==> config.mk <==
export PLATFORM = sky130hd
export DESIGN_NAME = bgce_sequencer
export DESIGN_NICKNAME = d
export VERILOG_FILES = /design/src/design/bgce_pkg.sv /design/src/design/bgce_sequencer.sv
export SDC_FILE = /design/constraint.sdc
export NUM_CORES = 1
export LEC_CHECK = 0
export BUFFER_PORTS_ARGS = -buffer_cell sky130_fd_sc_hd__buf_2
export CORE_AREA = 5 5 42 44
export CTS_CLUSTER_DIAMETER = 50
export CTS_CLUSTER_SIZE = 28
export DETAILED_ROUTE_END_ITERATION = 7
export DIE_AREA = 0 0 47 49
export HOLD_SLACK_MARGIN = 0.1
export PLACE_DENSITY = 0.69
export SETUP_SLACK_MARGIN = 0.2
export SLEW_MARGIN = 20
export SYNTH_ARGS = -nofsm -noshare
export SYNTH_HDL_FRONTEND = slang
export SYNTH_SLANG_ARGS = --single-unit
==> constraint.sdc <==
create_clock -name clk -period 2.36 [get_ports clk]
set_input_delay 0.236 -clock clk [delete_from_list [all_inputs] [get_ports clk]]
set_output_delay 0.236 -clock clk [all_outputs]
set_load 0.01 [all_outputs]
==> src/design/bgce_pkg.sv <==
package bgce_pkg;

  // bit positions never pass offset + count, at most 2047 + 4095, which fits in 13 bits
  localparam int PosW = 13;

  typedef enum logic [1:0] {
    REQ_WR_SRC = 2'd0,
    REQ_WR_DST = 2'd1,
    REQ_RD_DST = 2'd2,
    REQ_COPY   = 2'd3
  } req_t;

  typedef enum logic [3:0] {
    ST_CLEAR,
    ST_FETCH,
    ST_WR_SRC,
    ST_WR_DST,
    ST_RD_DST,
    ST_RD_CAP,
    ST_CHECK,
    ST_LOAD0,
    ST_MERGE,
    ST_READ,
    ST_RESP
  } step_t;

  typedef enum logic [1:0] {
    SRD_NONE,
    SRD_CUR,
    SRD_NEXT
  } src_rd_t;

  typedef enum logic [1:0] {
    DRD_NONE,
    DRD_ADDR,
    DRD_COPY
  } dst_rd_t;

  typedef enum logic [2:0] {
    BR_GOTO,
    BR_CLEAR,
    BR_DISPATCH,
    BR_CHECK,
    BR_LOOP,
    BR_OUT
  } branch_t;

  typedef struct packed {
    logic    clr_wr;
    logic    accept;
    logic    src_wr;
    logic    dst_wr;
    src_rd_t src_rd;
    dst_rd_t dst_rd;
    logic    cap_rd;
    logic    ld_b0;
    logic    check;
    logic    merge;
    logic    out_ld;
  } ctrl_t;

  typedef struct packed {
    ctrl_t   ctl;
    branch_t br;
    step_t   target;
  } uword_t;

  typedef struct packed {
    logic clr_done;
    logic range_err;
    logic zero_cnt;
    logic last;
    logic out_free;
  } flags_t;

  function automatic uword_t ucode(input step_t step);
    uword_t w;
    w = '0;
    w.br = BR_GOTO;
    w.target = ST_FETCH;
    case (step)
      ST_CLEAR: begin
        w.ctl.clr_wr = 1'b1;
        w.br = BR_CLEAR;
        w.target = ST_FETCH;
      end
      ST_FETCH: begin
        w.ctl.accept = 1'b1;
        w.br = BR_DISPATCH;
        w.target = ST_FETCH;
      end
      ST_WR_SRC: begin
        w.ctl.src_wr = 1'b1;
        w.target = ST_RESP;
      end
      ST_WR_DST: begin
        w.ctl.dst_wr = 1'b1;
        w.target = ST_RESP;
      end
      ST_RD_DST: begin
        w.ctl.dst_rd = DRD_ADDR;
        w.target = ST_RD_CAP;
      end
      ST_RD_CAP: begin
        w.ctl.cap_rd = 1'b1;
        w.target = ST_RESP;
      end
      ST_CHECK: begin
        w.ctl.check = 1'b1;
        w.ctl.src_rd = SRD_CUR;
        w.br = BR_CHECK;
        w.target = ST_LOAD0;
      end
      ST_LOAD0: begin
        w.ctl.ld_b0 = 1'b1;
        w.ctl.src_rd = SRD_NEXT;
        w.ctl.dst_rd = DRD_COPY;
        w.target = ST_MERGE;
      end
      ST_MERGE: begin
        w.ctl.merge = 1'b1;
        w.br = BR_LOOP;
        w.target = ST_READ;
      end
      ST_READ: begin
        w.ctl.src_rd = SRD_NEXT;
        w.ctl.dst_rd = DRD_COPY;
        w.target = ST_MERGE;
      end
      ST_RESP: begin
        w.ctl.out_ld = 1'b1;
        w.br = BR_OUT;
        w.target = ST_FETCH;
      end
      default: begin
        w.br = BR_GOTO;
        w.target = ST_FETCH;
      end
    endcase
    return w;
  endfunction

endpackage

==> src/design/bgce_sequencer.sv <==
module bgce_sequencer (
  input  logic             clk,
  input  logic             rst_n,
  input  logic             in_valid,
  input  logic [1:0]       in_req_type,
  input  bgce_pkg::flags_t flags,
  output bgce_pkg::ctrl_t  ctl
);

  bgce_pkg::step_t  step_r;
  bgce_pkg::step_t  step_nxt;
  bgce_pkg::uword_t uw;

  always_ff @(posedge clk) begin
    if (!rst_n) begin
      step_r <= bgce_pkg::ST_CLEAR;
    end else begin
      step_r <= step_nxt;
    end
  end

  // control word for the current step
  always_comb begin
    uw = bgce_pkg::ucode(step_r);
    ctl = uw.ctl;
  end

  always_comb begin
    step_nxt = step_r;
    case (uw.br)
      bgce_pkg::BR_GOTO: begin
        step_nxt = uw.target;
      end
      bgce_pkg::BR_CLEAR: begin
        if (flags.clr_done) step_nxt = uw.target;
      end
      bgce_pkg::BR_DISPATCH: begin
        if (in_valid) begin
          case (bgce_pkg::req_t'(in_req_type))
            bgce_pkg::REQ_WR_SRC: step_nxt = bgce_pkg::ST_WR_SRC;
            bgce_pkg::REQ_WR_DST: step_nxt = bgce_pkg::ST_WR_DST;
            bgce_pkg::REQ_RD_DST: step_nxt = bgce_pkg::ST_RD_DST;
            default:              step_nxt = bgce_pkg::ST_CHECK;
          endcase
        end
      end
      bgce_pkg::BR_CHECK: begin
        if (flags.range_err || flags.zero_cnt) step_nxt = bgce_pkg::ST_RESP;
        else step_nxt = uw.target;
      end
      bgce_pkg::BR_LOOP: begin
        if (flags.last) step_nxt = bgce_pkg::ST_RESP;
        else step_nxt = uw.target;
      end
      bgce_pkg::BR_OUT: begin
        if (flags.out_free) step_nxt = uw.target;
      end
      default: begin
        step_nxt = uw.target;
      end
    endcase
  end

`ifndef SYNTH
  a_merge_after_read: assert property (@(posedge clk) disable iff (!rst_n)
    step_r == bgce_pkg::ST_MERGE |->
      $past(step_r) == bgce_pkg::ST_LOAD0 || $past(step_r) == bgce_pkg::ST_READ)
    else $error("merge step entered without a preceding store read");
  a_copy_dispatch: assert property (@(posedge clk) disable iff (!rst_n)
    step_r == bgce_pkg::ST_FETCH && in_valid && in_req_type == bgce_pkg::REQ_COPY
      |=> step_r == bgce_pkg::ST_CHECK)
    else $error("copy transfer not dispatched to range check");
  a_resp_release: assert property (@(posedge clk) disable iff (!rst_n)
    step_r == bgce_pkg::ST_RESP && flags.out_free |=> step_r == bgce_pkg::ST_FETCH)
    else $error("response step did not return to fetch");
`endif

endmodule

# == Word level (Yosys, flattened, before mapping) ==
# Cells that the tools add are included.
# totals
out_inout_bits,13
word_cells,47
ff_bits,4
input_bits,10
# op_classes
mux,20
n_eq_ne,20
n_reduce_logical,6
# op_table
op,n
$pmux W4 S5,2
$mux W4,5
$eq A4 B3 Y1 const B,4
$pmux W3 S5,1
$eq A4 B4 Y1 const B,3
$mux W1,9
$pmux W3 S3,1
$eq A4 B2 Y1 const B,2
$pmux W2 S2,2
$eq A3 B2 Y1 const B,2
$eq A3 B3 Y1 const B,2
$ne A2 B2 Y1 const B,3
$eq A4 B1 Y1 const B,1
$logic_not A4 Y1,1
$eq A3 B1 Y1 const B,1
$reduce_and A3 Y1,1
$reduce_or A3 Y1,1
$eq A2 B1 Y1 const B,1
$eq A2 B2 Y1 const B,1
$logic_not A2 Y1,1
$reduce_or A2 Y1,1
$logic_or A1 B1 Y1,1

# == Longest topological paths before layout ==
# Gate-level depths: netlist of the first run.
# logic_depth
ltp_word,5
mapped_depth,5
mapped_depth_nobuf,4

# == Least setup slack after synthesis of the first run ==
# OpenSTA, ideal clock, no wires.
# synth_path
path_type,register to register
startpoint,register step_r[2]
endpoint,register step_r[1]
t_arrival_ps,1352
n_path_buf,0
period_less_slack_ps,1472
path_stages_with_launch,5
setup_ps,120
t_required_ps,2240
setup_slack_ps,888
path_cell_list,dfxtp_1 -> or4b_4 -> o21a_1 -> a22o_1 -> o31a_1
# synth_between
elab_chain_len,5
word_cells_on_any_way,29
classes_between,eq/ne: 18; mux: 7; reduce/logical: 4
# synth_lines
element,line,rtl
from (decl),bgce_sequencer.sv:10,bgce_pkg::step_t step_r;
from (signal assigned),bgce_sequencer.sv:16,step_r <= bgce_pkg::ST_CLEAR;
from (signal assigned),bgce_sequencer.sv:18,step_r <= step_nxt;
$eq A4 B3 Y1 (tied with other cells),bgce_pkg.sv:81,case (step)
$reduce_or A3 Y1 (no source line) (tied with other cells),n/a,
$pmux W4 S5 (tied with other cells),bgce_pkg.sv:81,
$mux W4 (tied with other cells),bgce_sequencer.sv:56,if (flags.out_free) step_nxt = uw.target;
$pmux W4 S5 or $reduce_and A3 Y1 (tied branches),n/a,
# Several ways; a longest one is shown, not always the timed one. The select of a mux whose other input is x is not followed.
# A chain may end at the register's enable or synchronous reset.

==> results of run 1 <==
-- worst max-delay path by stage --
stage                                 startpoint                      to  slack (ns)  depth (start not counted)
after global placement    step_r[0]$_SDFFE_PN0P_  step_r[1]$_SDFFE_PN0P_        0.70                          4
final                     step_r[3]$_SDFFE_PN0P_                  ctl[6]        0.55                          4
after CTS                 step_r[3]$_SDFFE_PN0P_                  ctl[6]        0.53                          4
after detailed placement  step_r[0]$_SDFFE_PN0P_  step_r[3]$_SDFFE_PN0P_        0.67                          4
after global routing      step_r[3]$_SDFFE_PN0P_                  ctl[6]        0.41                          4
after floorplan           step_r[2]$_SDFFE_PN0P_  step_r[1]$_SDFFE_PN0P_        0.89                          4
-- cell type report --
| class | count | area (um^2) |
|---|---|---|
| clock buffers | 3 | 22.5 |
| multi-input cells | 51 | 300 |
| fillers | 172 | 857 |
| well taps | 16 | 20.0 |
| inverters | 3 | 11.3 |
| repair buffers | 22 | 110 |
| flip-flops and latches | 4 | 80.1 |
-- stage by stage --
step           cells  instance area, um^2
2_1_floorplan     64                  422
3_3_place_gp      96                  522
3_5_place_dp      96                  522
4_1_cts           99                  544
5_1_grt           99                  544
6_report          99                  544
-- critical path, delay by kind of cell (launching register included) --
family,cells,cell delay (ns)
simple gates,2,0.42
flops,1,0.60
compound gates,1,0.19
buf+inv,1,0.13
-- synth_stat cells (all sizes together) (2+ instances only) --
master  count
a21oi       7
buf         2
clkbuf      4
dfxtp       4
inv         3
nand2       4
nand2b      3
nor2        7
nor2b       2
nor3        7
nor3b       2
o21a        3
o21ai       5
o31a        2
-- placed cells by master, fill, tap and decap left out, drive strengths merged --
cell / netlist / layout
buf: 2 / 22
nor2: 7 / 7
nor3: 7 / 7
a21oi: 7 / 7
o21ai: 5 / 5
nand2: 4 / 4
dfxtp: 4 / 4
nand2b: 3 / 3
inv: 3 / 3
o21a: 3 / 3
clkbuf: 4 / 3
nor3b: 2 / 2
o31a: 2 / 2
nor2b: 2 / 2
and3: 1 / 1
nor4: 1 / 1
or4b: 1 / 1
and3b: 1 / 1
a22o: 1 / 1
or3b: 1 / 1
o32a: 1 / 1
nand3b: 1 / 1
a211oi: 1 / 1
-- routing by layer --
| layer | up-vias | track usage | share of wire |
|---|---|---|---|
| met2 | 15 | 0.174 | 0.45 |
| met1 | 217 | 0.138 | 0.44 |
| met3 | 4 | 0.0369 | 0.078 |
| met4 | 0 | 0.0829 | 0.025 |
| li1 | 268 | - | - |
| met5 | - | 0 | 0 |
-- logic make-up (layout without fill, tap and decap cells) --
group,count (synthesis),after routing,share of synthesized area
and+or+nand+nor,31,31,0.412
AOI/OAI and AO/OA,20,20,0.300
buffers and inverters,9,28,0.0979
DFF,4,4,0.190
-- power groups by stage --
stage | sequential, mW | clock [mW] | combinational (mW)
floorplan | 0.117 | 0 | 0.286
global placement | 0.174 | 0 | 0.307
detailed placement | 0.177 | 0 | 0.309
CTS | 0.176 | 0.0928 | 0.311
global route | 0.191 | 0.0977 | 0.351
finish | 0.176 | 0.0889 | 0.305
==> metrics, run 1 <==
min Tclk post-route=approximately 1.8 ns; syn nets=74; CP cell instances=nand2b_1 -> nor2_1 -> o21a_1 -> buf_2; switch share=0.464; run status=complete, no violations; final design utilization=0.388; final setup vio count=0; hold_buf cts=0; 1st-pass router iterations=2; Root Buffer Master=clkbuf_4; slew margin rel.=0.677; fin nets=95; DR vias/cell=5.09; VDD IR-drop max=0.415 mV; post-synthesis cell count=64; TritonCTS Buffers=3; GRT Overall Usage=0.118; Post-Syn Area=422 um^2; Crit-path slowest cell=dfxtp_1; CP startpoint kind=flop; DRC errors left=0; maximum operating frequency=~0.55 GHz; Most flops, register=step_r; CP arrival=1.57 ns; postcts setup bufs=0; Power Density=around 1000 nW/um^2; core area=1400 um^2; WHS Path Cells=3; Routed WL=1140 um; Clock Path Buffers=2; fin worst setup slack=0.551 ns; Psw=0.264 mW; hold endpoint=step_r[0]$_SDFFE_PN0P_; Pwr Total=0.569 mW; Max Cap Viol=0; first-pass GRT wire length=approximately 2000 um; CP Max Fanout=15; Slew @ Worst Pin=0.484 ns; R2R Path End=step_r[3]$_SDFFE_PN0P_; combinational share of power=0.535; clk slew on worst S/H paths=around 0.040 ns; Final Hold Violating Endpoints=0; sequential share of power=0.308; effective utilization at floorplan=0.301; CP Capture Type=primary output; hold path startpoint=rst_n; worst r2r src=step_r[0]$_SDFFE_PN0P_; synth unique cells=24; most common flop cell mapped by yosys=dfxtp_1; R2R cell count=4; top-area cell type share of the netlist area=0.190; Hold WS=0.248 ns; cell taking the most area after synthesis=dfxtp_1; Layout area overhead=29.1%; worst min-delay path class=in -> reg; IO Pins=23; standard-cell rows=14; max FFs per register=4; share of layout cells above drive strength 1=0.325; number of flops mapped to enable cells by yosys=0; Worst Clk Skew=0.00677 ns; Mean Syn Cell Area=6.59 um^2; DRT iter0 DRCs=11; final cycle utilization of the critical path=0.767; # diodes=0; Place WS=0.671 ns; setup_tns=0 ns; ANT nets after route=0; Post-CTS Resized=0; full die area=2300 um^2; GPL Wtd Cong=0.807; Top Registers=step_r (4); synthesis warning total=0; total grt overflow=0; antenna violations before repair=0; Chip Width=47 um; reg2reg setup slack=between 0.6 and 0.7 ns; Die Y=49 um; H-tree depth=1; worst-skew pair later-pin latency=0.24 ns; Int Pwr=0.305 mW; post-DR wirelength/cell=about 11 um; DPL Wire Length=882 um; Seq cells post-synth=4; asr flop ratio synth=0; largest net degree at the start of global routing=17; DR vias=504; CP required=2.12 ns; CTS tree=yes; RSZ-0062 raised after global routing=false; Slew Viols, Final=0; vias in the first global route=466; sequential share of the synthesized area=0.190; CP Class=reg -> out; Area contributors post-synth=dfxtp_1, a21oi_1, nor3_1, nor2_1, o21a_1; Leak=0.266 nW; Critical Path Max Stage Delay=0.60 ns; clock power share=0.156; clock sink count=4; Port Buffers=22
Note: power is estimated with default switching activity, not from simulation.
==> inputs of run 2 (changes only) <==
- clock period: 2.36 -> 1.82 ns (I/O delays scaled with it)
==> run 2 against run 1 <==
Effect of this change:
- critical path depth down 1
- global-route usage down 0.48 points
- clock skew down 0.0062 ns
- cell count up 3.0%
- via count up 4.2%
- wire length up 0.44%
- first-iteration DRC count down 27%
- sequential share of layout area about the same
- combinational power up 59%
- non-clock buffer count up 3
- register-to-register slack worse by 0.40 ns
==> metrics, run 2 (synthesis results as in run 1) <==
antenna violations before repair=0 (unchanged); fin worst setup slack=0.254 ns (-0.296 ns); commonest non-fill, non-tap cell in the layout=buf_2; largest net degree at the start of global routing=16 (-1); WL met1=496 um (-1.2%); DRT iter0 DRCs=8 (-3); CP required=1.64 ns (-0.48 ns); hold_buf cts=0 (unchanged); Root Buffer Master=clkbuf_4; Crit-path slowest cell=or4b_4; reg2reg setup slack=0.27 ns (-0.40 ns); min Tclk post-route=1.57 ns; CP arrival=1.38 ns (-0.19 ns); Routed WL=1140 um (+0.44%); fin nets=98 (+3.2%); Final Hold Violating Endpoints=0 (unchanged); CP cell instances=or4b_4 -> inv_1 -> buf_2; GRT Overall Usage=0.113 (-0.00485); core area=1400 um^2 (unchanged); Clock Path Buffers=2 (unchanged); WHS Path Cells=3 (unchanged); DRC errors left=0 (unchanged); Place WS=0.211 ns (-0.461 ns); most frequent cells in the layout=buf_2, nor2_1, nor3_1, a21oi_1; final cycle utilization of the critical path=0.860; CTS tree=yes; final-layout fill cell count=163 (-5.2%); Power Density=1390 nW/um^2 (+33%); Port Buffers=22 (unchanged); first-pass GRT wire length=1850 um (-6.3%); Most flops, register=step_r; TritonCTS Buffers=3 (unchanged); R2R Path End=step_r[3]$_SDFFE_PN0P_; met2 WL=515 um (-0.39%); post-DR wirelength/cell=11.2 um (-2.5%); full die area=2300 um^2 (unchanged); worst-skew pair later-pin latency=0.24 ns (about the same); CP Class=reg -> out; CP startpoint=step_r[1]$_SDFFE_PN0P_; effective utilization at floorplan=0.301 (unchanged); Slew Viols, Final=0 (unchanged); # diodes=0 (unchanged); DPL Wire Length=860 um (-2.5%); routed length on met3=106 um (+19%); Top Registers=step_r (4); Critical Path Max Stage Delay=0.54 ns (-0.06 ns); run status=complete, no violations; DR vias=525 (+4.2%); Max Cap Viol=0 (unchanged); worst min-delay path class=in -> reg; GPL Wtd Cong=0.820 (+1.5%); CP Max Fanout=14 (-1); clock sink count=4 (unchanged); CP startpoint kind=flop; clk slew on worst S/H paths=0.04 ns (about the same); vias in the first global route=455 (-2.4%); Die Y=49 um (unchanged); total grt overflow=0 (unchanged); hold path startpoint=rst_n; Hold WS=0.181 ns (-0.0666 ns); Slew @ Worst Pin=0.250 ns (-0.234 ns); RSZ-0062 raised after global routing=false; Worst Clk Skew=0.000577 ns (-0.00619 ns); highest routed layer=met4; maximum operating frequency=0.639 GHz; DR vias/cell=5.15 (+1.1%); R2R cell count=4 (unchanged); standard-cell rows=14 (unchanged); final design utilization=0.413 (+0.0250); max FFs per register=4 (unchanged); Pwr Total=0.806 mW (+42%); worst r2r src=step_r[1]$_SDFFE_PN0P_; Chip Width=47 um (unchanged); VDD IR-drop max=0.623 mV (+50%); share of layout cells above drive strength 1=0.384 (+0.0584); CP Capture Type=primary output; final setup vio count=0 (unchanged); IO Pins=23 (unchanged); 1st-pass router iterations=4 (+2); Layout area overhead=37.4%; setup_tns=0 ns (unchanged); ANT nets after route=0 (unchanged); slew margin rel.=0.832 (+0.155); Leak=0.285 nW (+7.2%); H-tree depth=1 (unchanged); hold endpoint=step_r[0]$_SDFFE_PN0P_
==> run 2: cell count changes in the layout (fill, tap and decap cells not counted) <==
cell      delta
buf_4        +3
dfxtp_1      -2
dfxtp_2      +1
dfxtp_4      +1
nand2b_1     -1
nand2b_4     +1
==> run 2: area by class of cell <==
class / instances / area, um^2 / share of cell area
Timing Repair Buffer: 25 / 133 / 0.229
Inverter: 3 / 11.3 / 0.0194
Tap cell: 16 / 20.0 / 0.0346
Clock buffer: 3 / 22.5 / 0.0389
Sequential cell: 4 / 85.1 / 0.147
Multi-Input combinational cell: 51 / 308 / 0.531
==> run 2: power breakdown <==
part           internal, mW  switching, mW  total (mW)
clock                0.0746         0.0478       0.122
combinational         0.239          0.245       0.484
sequential            0.128         0.0705       0.199
==> run 2: worst max-delay path by stage <==
stage | end | slack [ns] | cells past startpoint
3_3_place_gp | step_r[3]$_SDFFE_PN0P_ | 0.22 | 4
5_1_grt | ctl[11] | 0.20 | 3
6_report | ctl[11] | 0.25 | 3
2_1_floorplan | step_r[1]$_SDFFE_PN0P_ | 0.35 | 4
4_1_cts | ctl[11] | 0.25 | 3
3_5_place_dp | step_r[3]$_SDFFE_PN0P_ | 0.21 | 4
==> run 2: metrics by stage <==
stage | cells | cell area (um^2)
after global placement | 99 | 544
after global routing | 102 | 579
after CTS | 102 | 572
after detailed placement | 99 | 544
final | 102 | 579
after floorplan | 64 | 422
==> run 2: worst max-delay path: cells and delay by family (launching register included) <==
family | cells | cell delay [ns]
simple gates | 1 | 0.54
flops | 1 | 0.39
buf+inv | 2 | 0.22
==> run 2: per-layer routing <==
| metal | GRT usage | vias to the layer above |
|---|---|---|
| li1 | - | 278 |
| met1 | 0.138 | 228 |
| met2 | 0.161 | 17 |
| met3 | 0.0332 | 2 |
| met4 | 0.0829 | 0 |
| met5 | 0 | - |
==> run 2: repair_timing <==
action                                  in CTS  in global routing
pin swaps                                    0                  0
hold endpoints to repair                     0                  0
endpoints found under the setup margin       6                  3
buffers inserted                             0                  0
gates resized for setup                      3                  2
==> inputs of run 3 (changes only) <==
- GPL_TIMING_DRIVEN: unset -> 0
==> run 3 against run 2 <==
Effect of this change:
- clock power fell by 15%
- non-clock buffer count rose by 3
- register-to-register slack is essentially flat
- largest cell class unchanged
- highest routed layer is now met3
==> metrics, run 3 (synthesis results as in run 1) <==
run status=complete, no violations; Slew @ Worst Pin=0.429 ns (+0.180 ns); CP required=1.64 ns (about the same); Most flops, register=step_r; R2R cell count=4 (unchanged); switch share=0.452 (+0.00103); hold_buf cts=0 (unchanged); final cycle utilization of the critical path=0.863 (+0.00257); antenna violations before repair=0 (unchanged); CP Class=reg -> out; RSZ-0062 raised after global routing=true; Max Cap Viol=0 (unchanged); worst-skew pair later-pin latency=0.23 ns (about the same); CP Capture Type=primary output; Finished Cell Area=581 um^2 (+0.22%); first-pass GRT wire length=2020 um (+9.3%); R2R Path End=step_r[3]$_SDFFE_PN0P_; Clock Path Buffers=2 (unchanged); DPL Wire Length=942 um (+9.5%); DRT iter0 DRCs=1 (-7); # diodes=0 (unchanged); largest net degree at the start of global routing=11 (-5); vias in the first global route=504 (+11%); fin worst setup slack=0.250 ns (-0.00468 ns); placed cell areas=552 um^2 (+1.4%); effective utilization at floorplan=0.301 (unchanged); clk slew on worst S/H paths=0.03 ns (about the same); Slew Viols, Final=0 (unchanged); Critical Path Max Stage Delay=0.40 ns (-0.14 ns); TritonCTS Buffers=3 (unchanged); sequential share of power=0.208 (-0.039); most frequent cells in the layout=buf_2, nor3_1, a21oi_1; GRT Overall Usage=0.115 (+0.00211); combinational share of power=0.658 (+0.057); Pwr Total=0.776 mW (-3.7%); Die Y=49 um (unchanged); Place WS=0.275 ns (+0.0639 ns); Final Hold Violating Endpoints=0 (unchanged); clock sink count=4 (unchanged); hold path startpoint=rst_n; GPL Wtd Cong=0.832 (+1.5%); clock power share=0.134 (-0.018); CTS tree=yes; 1st-pass router iterations=3 (-1); full die area=2300 um^2 (unchanged); maximum operating frequency=0.637 GHz (-0.30%); worst r2r src=step_r[2]$_SDFFE_PN0P_; Layout area overhead=37.7%; post-DR wirelength/cell=11.2 um (-0.48%); DR vias/cell=5.08 (-1.4%); VDD IR-drop max=0.631 mV (+1.3%); reg2reg setup slack=0.26 ns (about the same); max FFs per register=4 (unchanged); share of layout cells above drive strength 1=0.371 (-0.0129); Leak=0.291 nW (+2.3%); most frequent CP cell=buf_2; ANT nets after route=0 (unchanged); final-layout fill cell count=176 (+8.0%); commonest non-fill, non-tap cell in the layout=buf_2; Root Buffer Master=clkbuf_4; DRC errors left=0 (unchanged); CP Max Fanout=10 (-4); Crit-path slowest cell=dfxtp_1; core area=1400 um^2 (unchanged); total grt overflow=0 (unchanged); CP startpoint kind=flop; hold endpoint=step_r[0]$_SDFFE_PN0P_; fin nets=101 (+3.1%); Psw=0.351 mW (-3.5%); CP arrival=1.39 ns (about the same); standard-cell rows=14 (unchanged); area of the multi-input gates=303 um^2 (-1.6%); Power Density=1340 nW/um^2 (-3.9%); worst min-delay path class=in -> reg; Top Registers=step_r (4); CP cell instances=buf_2 -> nand2b_1 -> nor2_2 -> buf_4 -> buf_2; slew margin rel.=0.714 (-0.118); Hold WS=0.204 ns (+0.0224 ns); min Tclk post-route=1.57 ns (+0.00468 ns); Port Buffers=22 (unchanged); Routed WL=1170 um (+2.4%); DR vias=533 (+1.5%); final setup vio count=0 (unchanged); Chip Width=47 um (unchanged); register area=80.1 um^2 (-5.9%); H-tree depth=1 (unchanged); Int Pwr=0.425 mW (-3.9%); Worst Clk Skew=0.000170 ns (-0.000407 ns); IO Pins=23 (unchanged); WHS Path Cells=3 (unchanged); setup_tns=0 ns (unchanged)
-- run 3: worst max path at each step --
stage	startpoint	end	slack, ns	cells past startpoint
after detailed placement	step_r[1]$_SDFFE_PN0P_	step_r[3]$_SDFFE_PN0P_	0.27	5
after CTS	step_r[0]$_SDFFE_PN0P_	ctl[7]	0.20	5
after global routing	step_r[0]$_SDFFE_PN0P_	ctl[7]	0.15	5
after floorplan	step_r[2]$_SDFFE_PN0P_	step_r[1]$_SDFFE_PN0P_	0.35	4
after global placement	step_r[2]$_SDFFE_PN0P_	step_r[1]$_SDFFE_PN0P_	0.28	4
final	step_r[0]$_SDFFE_PN0P_	ctl[7]	0.25	5
-- run 3: worst max-delay path, delay by kind of cell (launching register included) --
kind	cells	cell delay [ns]
buffers and inverters	3	0.49
flip-flops	1	0.40
AND/OR/NAND/NOR	2	0.28
-- run 3: power groups by stage --
stage | Sequential (mW) | Combinational, mW | Clock, mW
2_1_floorplan | 0.151 | 0.370 | 0
3_3_place_gp | 0.161 | 0.498 | 0
3_5_place_dp | 0.163 | 0.501 | 0
4_1_cts | 0.162 | 0.507 | 0.111
5_1_grt | 0.168 | 0.574 | 0.114
6_report | 0.162 | 0.510 | 0.104
-- run 3: metrics by stage --
stage               instances   util
CTS                       105  0.413
global route              105  0.414
detailed placement        102  0.394
global placement          102  0.394
floorplan                  64      -
finish                    105  0.414
-- run 3: what timing repair did --
| action | 4_1_cts | 5_1_grt |
|---|---|---|
| resized for setup | 3 | 4 |
| setup buffers | 0 | 0 |
| endpoints found under the setup margin | 5 | 6 |
-- run 3: layout make-up --
cell class,count,share of cell area
multi-input cells,51,0.522
repair buffers,22,0.190
flip-flops and latches,4,0.138
plain buffers,6,0.0582
clock buffers,3,0.0388
well taps,16,0.0345
inverters,3,0.0194
-- run 3: metal layers --
layer,track usage,part of all wire,vias up
met1,0.158,0.47,241
met4,0.0691,0,0
met3,0.0111,0.056,0
met5,0,0,-
met2,0.167,0.47,13
li1,-,-,279
